--- src/rtl/bbd_pkg.sv ---
// Shared types, constants and helper functions for the bilinear Bayer demosaic block.
// This package has no dependencies. Every other file in rtl/ imports it.
package bbd_pkg;

	localparam int MAX_WIDTH  = 1024;
	localparam int MAX_HEIGHT = 1024;
	localparam int PIX_W      = 8;
	localparam int COL_W      = $clog2(MAX_WIDTH);
	localparam int ROW_W      = $clog2(MAX_HEIGHT);
	localparam int DIM_W      = 11;

	localparam logic [DIM_W-1:0] DIM_MIN       = DIM_W'(2);
	localparam logic [DIM_W-1:0] WIDTH_MAX     = DIM_W'(MAX_WIDTH);
	localparam logic [DIM_W-1:0] HEIGHT_MAX    = DIM_W'(MAX_HEIGHT);
	localparam logic [DIM_W-1:0] DIM_RESET     = DIM_W'(32);

	// Configuration register indexes.
	localparam logic CFG_IMAGE_WIDTH  = 1'b0;
	localparam logic CFG_IMAGE_HEIGHT = 1'b1;

	// Input command codes.
	localparam logic CMD_PIXEL = 1'b0;
	localparam logic CMD_DRAIN = 1'b1;

	typedef logic [PIX_W-1:0] pix_t;

	typedef struct packed {
		logic cmd;
		pix_t raw_pixel;
	} in_item_t;

	typedef struct packed {
		pix_t red;
		pix_t green;
		pix_t blue;
		logic frame_end;
	} out_item_t;

	// Position of the center pixel within the frame.
	typedef struct packed {
		logic row_odd;
		logic col_odd;
		logic top;
		logic bot;
		logic lft;
		logic rgt;
	} pos_t;

	// 3x3 neighborhood around the center pixel, unmasked.
	typedef struct packed {
		pix_t ul;
		pix_t um;
		pix_t ur;
		pix_t l;
		pix_t ce;
		pix_t rr;
		pix_t dl;
		pix_t dm;
		pix_t dr;
	} win_t;

	function automatic pix_t avg2(input pix_t a, input pix_t b);
		logic [PIX_W:0] s;
		s = {1'b0, a} + {1'b0, b};
		return s[PIX_W:1];
	endfunction

	function automatic pix_t avg4(input pix_t a, input pix_t b, input pix_t c, input pix_t d);
		logic [PIX_W+1:0] s;
		s = {2'b00, a} + {2'b00, b} + {2'b00, c} + {2'b00, d};
		return s[PIX_W+1:2];
	endfunction

endpackage

--- src/rtl/bbd_interp.sv ---
// Bilinear color reconstruction for one center pixel of the 3x3 window.
// Depends on bbd_pkg for the window, position types and averaging functions.
module bbd_interp
	import bbd_pkg::*;
(
	input  win_t win,
	input  pos_t pos,
	output pix_t red,
	output pix_t green,
	output pix_t blue
);

	pix_t ul, um, ur, l, rr, dl, dm, dr;
	pix_t avg_h, avg_v, avg_cross, avg_diag;

	// Neighbors outside the frame read as zero.
	always_comb begin
		ul = (pos.top || pos.lft) ? '0 : win.ul;
		um = pos.top ? '0 : win.um;
		ur = (pos.top || pos.rgt) ? '0 : win.ur;
		l  = pos.lft ? '0 : win.l;
		rr = pos.rgt ? '0 : win.rr;
		dl = (pos.bot || pos.lft) ? '0 : win.dl;
		dm = pos.bot ? '0 : win.dm;
		dr = (pos.bot || pos.rgt) ? '0 : win.dr;
	end

	assign avg_h     = avg2(l, rr);
	assign avg_v     = avg2(um, dm);
	assign avg_cross = avg4(l, rr, um, dm);
	assign avg_diag  = avg4(ul, ur, dl, dr);

	always_comb begin
		case ({pos.row_odd, pos.col_odd})
			2'b00: begin // green on a green-blue row
				red   = avg_v;
				green = win.ce;
				blue  = avg_h;
			end
			2'b01: begin // blue
				red   = avg_diag;
				green = avg_cross;
				blue  = win.ce;
			end
			2'b10: begin // red
				red   = win.ce;
				green = avg_cross;
				blue  = avg_diag;
			end
			default: begin // green on a red-green row
				red   = avg_h;
				green = win.ce;
				blue  = avg_v;
			end
		endcase
	end

endmodule

--- config.mk ---
export PLATFORM = sky130hd
export DESIGN_NAME = bbd_interp
export DESIGN_NICKNAME = d
export VERILOG_FILES = /design/src/rtl/bbd_pkg.sv /design/src/rtl/bbd_interp.sv
export SDC_FILE = /design/constraint.sdc
export NUM_CORES = 1
export LEC_CHECK = 0
export BUFFER_PORTS_ARGS = -buffer_cell sky130_fd_sc_hd__buf_2
export CAP_MARGIN = 0
export CORE_MARGIN = 3
export CORE_UTILIZATION = 54
export DETAILED_ROUTE_END_ITERATION = 12
export PLACE_DENSITY = 0.85
export SYNTH_ARGS = -nofsm -noshare
export SYNTH_HDL_FRONTEND = slang
export SYNTH_SLANG_ARGS = --single-unit
--- constraint.sdc ---
create_clock -name vclk -period 8
set_input_delay 2 -clock vclk [all_inputs]
set_output_delay 2 -clock vclk [all_outputs]
set_load 0.1 [all_outputs]
==> metrics list <==
- The initial utilization of the core area, before any placement, comes to 0.577.
- In the global route stage, overall resource usage came out at 0.264.
* Detailed Route Iter0 Violations: 180
* Number of inserted filler cells in the final layout: 426
- Growth of design area from synthesis to finish: 23.7%
- Weighted congestion reported at the end of routability-driven placement: 0.895
- After detailed routing, the number of remaining DRC violations is 0.
- Total Nets Final: 639
* GR Overflow Total: 0
- Die Wd: 81.3 um
* Leakage power of the design: 1.91 nW
- Standard cell with the maximum stage delay on the critical path: sky130_fd_sc_hd__fa_1
* Detailed-route wire length per cell: 15.7 um
- Count of mapped cells out of synthesis: 400
- Endpoints failing setup: 0
- After detailed placement, the design holds a cell count of 563.
* Share of final-layout standard cells stronger than drive strength 1: 0.276
* First-pass DRT Iterations: 6
- VDD sags by at most 0.000122 V.
* Combinational fraction of design power: 1.000
* Endpoint with the worst hold slack: green[5]
* Type of destination of the critical path: output port
* Sequential share of the synthesized area: 0
- The critical path goes through buf_2, nor2_2, and2_1, fa_1, inv_1, fa_1, inv_1, ha_1, a2111oi_2, o21ai_2, a41oi_1, xnor2_1, nand2_1, a32oi_2, buf_12.
- In the finished layout, the clock tree contains a buffer count of 0.
- Across the run, the number of max-cap violations was 0.
* Family with the most delay on the worst path: adder cells
* Post_cts resized: 0
* Final hold viol count: 0
- Critical Path Fanout Max: 11
* Placeable core region: 5300 um2
* Synth top area cells: sky130_fd_sc_hd__fa_1 (22%), sky130_fd_sc_hd__ha_1 (13%), sky130_fd_sc_hd__inv_1 (7.0%)
- Post-route fraction of the period consumed by the critical path: 0.972
- Crit-path max cell delay: 0.54 ns
- Crit path required time: 6.00 ns
- Hold repair after CTS inserted 0 buffers.
* Maximum number of pins on one net before global-route repair: 26
- The run finished with clean final reports.
* Number of rows in the core area: 26
- In this run the cell area of the synthesized design comes to 3060 um2.
* Category of the most critical setup path: in2out
- The worst setup path is launched from an input pin.
- Summing all flip-flop and latch instances after layout gives 0 um2.
- Switching Share: 0.696
* Critical path buffers and inverters: 4
- Net Sw Power: 323 uW
* Mean post-synth cell area: 7.65 um2
- Routed wire length on met2: 4570 um
* Uppermost layer routed: met4
* Cell depth of the worst min-delay path: 4
* Area enclosed by the die boundary: 6610 um2
* Die height: 81.3 um
- Number of buffer cells added on primary ports: 102
- For this block, wires on met1 add up to 3630 um.
- Clock group share of total power: 0
- The repair_antennas step left the layout with diodes totalling 0.
- At the pin with the least slew margin, the transition time is 0.622 ns.
* Post-Syn Nets: 544
- Number of standard cells in the final layout excluding fillers: 563
- Detail Placement HPWL: 7530 um
- The worst pin sits at a relative slew slack of 0.585.
* Endpoint arrival time on the critical path: 5.77 ns
- Via total after detailed routing: 3335
- The internal power of the cells totals 141 uW.
* Ratio of routed vias to standard cells: 5.92
- The tightest min-delay check is of the in2out type.
- Cell taking the most area after synthesis: sky130_fd_sc_hd__fa_1
* Post-Route Hold Slack: 4.54 ns
- Worst hold start: win[37]
- Wirelength, routed: 8860 um
- Yosys warning total: 0
* Max Fclk: 0.129 GHz
* Reg power frac: 0
- Met3 WL: 500 um
- Shortest clock period the worst path allows after layout: 7.77 ns
- Wire length of the first global-routing pass: 14000 um
- After clock tree synthesis, the setup repair step added 0 buffers.
- The number of antenna violations at the first check in global routing was 0.
- The via count of the first global-routing pass is 3204.
* Total power density per cell area: 122 nW/um2
- The share of synthesized area in the top cell type comes to 0.222.
- Post-synth cell types: 62
- Count of boundary I/O pins: 102
- Layout sequential cell count: 0
- Setup repair after global routing missed its margin: no
- Remaining antenna violation count after routing: 0
- The final number of max-transition violations was 0.
-- worst max-delay path by stage --
stage / depth (start not counted) / from / end / slack, ns
floorplan: 14 / pos[1] / green[5] / -0.03
CTS: 15 / pos[1] / blue[7] / 0.19
detailed placement: 15 / pos[1] / blue[7] / 0.20
global route: 15 / pos[1] / blue[7] / 0.03
finish: 15 / pos[1] / red[6] / 0.23
global placement: 15 / pos[1] / red[5] / 0.36
-- per-stage QoR --
step                      power [mW]  instance area, um2  TNS (ns)  worst slack [ns]   util
after floorplan                0.365                3150   -0.0254           -0.0254      -
after global placement         0.449                3780         0             0.365  0.713
after detailed placement       0.460                3780         0             0.202  0.713
after CTS                      0.462                3780         0             0.193  0.713
after global routing           0.496                3790         0            0.0271  0.714
final                          0.464                3790         0             0.225  0.714
-- area by class of cell --
| cell class | count | area, um2 | area share |
|---|---|---|---|
| Multi-Input combinational cell | 329 | 2890 | 0.762 |
| Timing Repair Buffer | 105 | 593 | 0.157 |
| Inverter | 59 | 221 | 0.0585 |
| Tap cell | 70 | 87.6 | 0.0231 |
-- metal layers --
layer | vias up | global-route usage
met5 | - | 0
met4 | 0 | 0.0456
li1 | 1572 | -
met1 | 1603 | 0.338
met2 | 145 | 0.495
met3 | 15 | 0.00776
-- cells by family (layout without fill, tap and decap cells) --
group | count (synthesis) | in the layout | synth area share
xor+xnor | 14 | 14 | 0.0400
compound gates | 102 | 102 | 0.244
simple gates | 140 | 140 | 0.249
mux | 7 | 7 | 0.0257
fa+ha+maj | 66 | 66 | 0.353
buf+inv | 71 | 164 | 0.0883
-- synth_stat cells, drive strengths merged (2+ instances only) --
library cell	count
o21ai	14
buf	3
a222oi	2
a22oi	2
nor4	2
and2	20
xnor2	8
nand4	2
clkbuf	9
a31oi	5
nor2	19
and4bb	2
o211ai	2
mux2	4
nor2b	24
a21boi	5
or2	2
o311ai	4
clkinv	2
or3	6
a32oi	9
nor3	4
o21a	6
nand2b	16
inv	57
xor2	6
ha	32
a221o	2
nand3	5
fa	34
o31ai	6
nand2	35
mux2i	3
o2111ai	3
a21oi	23
a21o	7
-- layout by cell type (no fill, tap or decap), drive strengths merged, types with 16 or more instances in the layout --
master  count
nand2b     16
nor2       19
inv        57
a21oi      23
ha         32
fa         34
nand2      35
nor2b      24
and2       20
buf       105
-- power groups by stage --
| stage | registers (mW) | clock network (mW) | logic, mW |
|---|---|---|---|
| final | 0 | 0 | 0.464 |
| after floorplan | 0 | 0 | 0.365 |
| after global placement | 0 | 0 | 0.449 |
| after CTS | 0 | 0 | 0.462 |
| after global routing | 0 | 0 | 0.496 |
| after detailed placement | 0 | 0 | 0.460 |
-- tightest hold or removal path, cell delays in order --
cell and delay (ns):
sky130_fd_sc_hd__buf_2 0.13, sky130_fd_sc_hd__nand2_1 0.07, sky130_fd_sc_hd__o31ai_2 0.05, sky130_fd_sc_hd__buf_2 0.28
(Power assumes the default switching activity.)
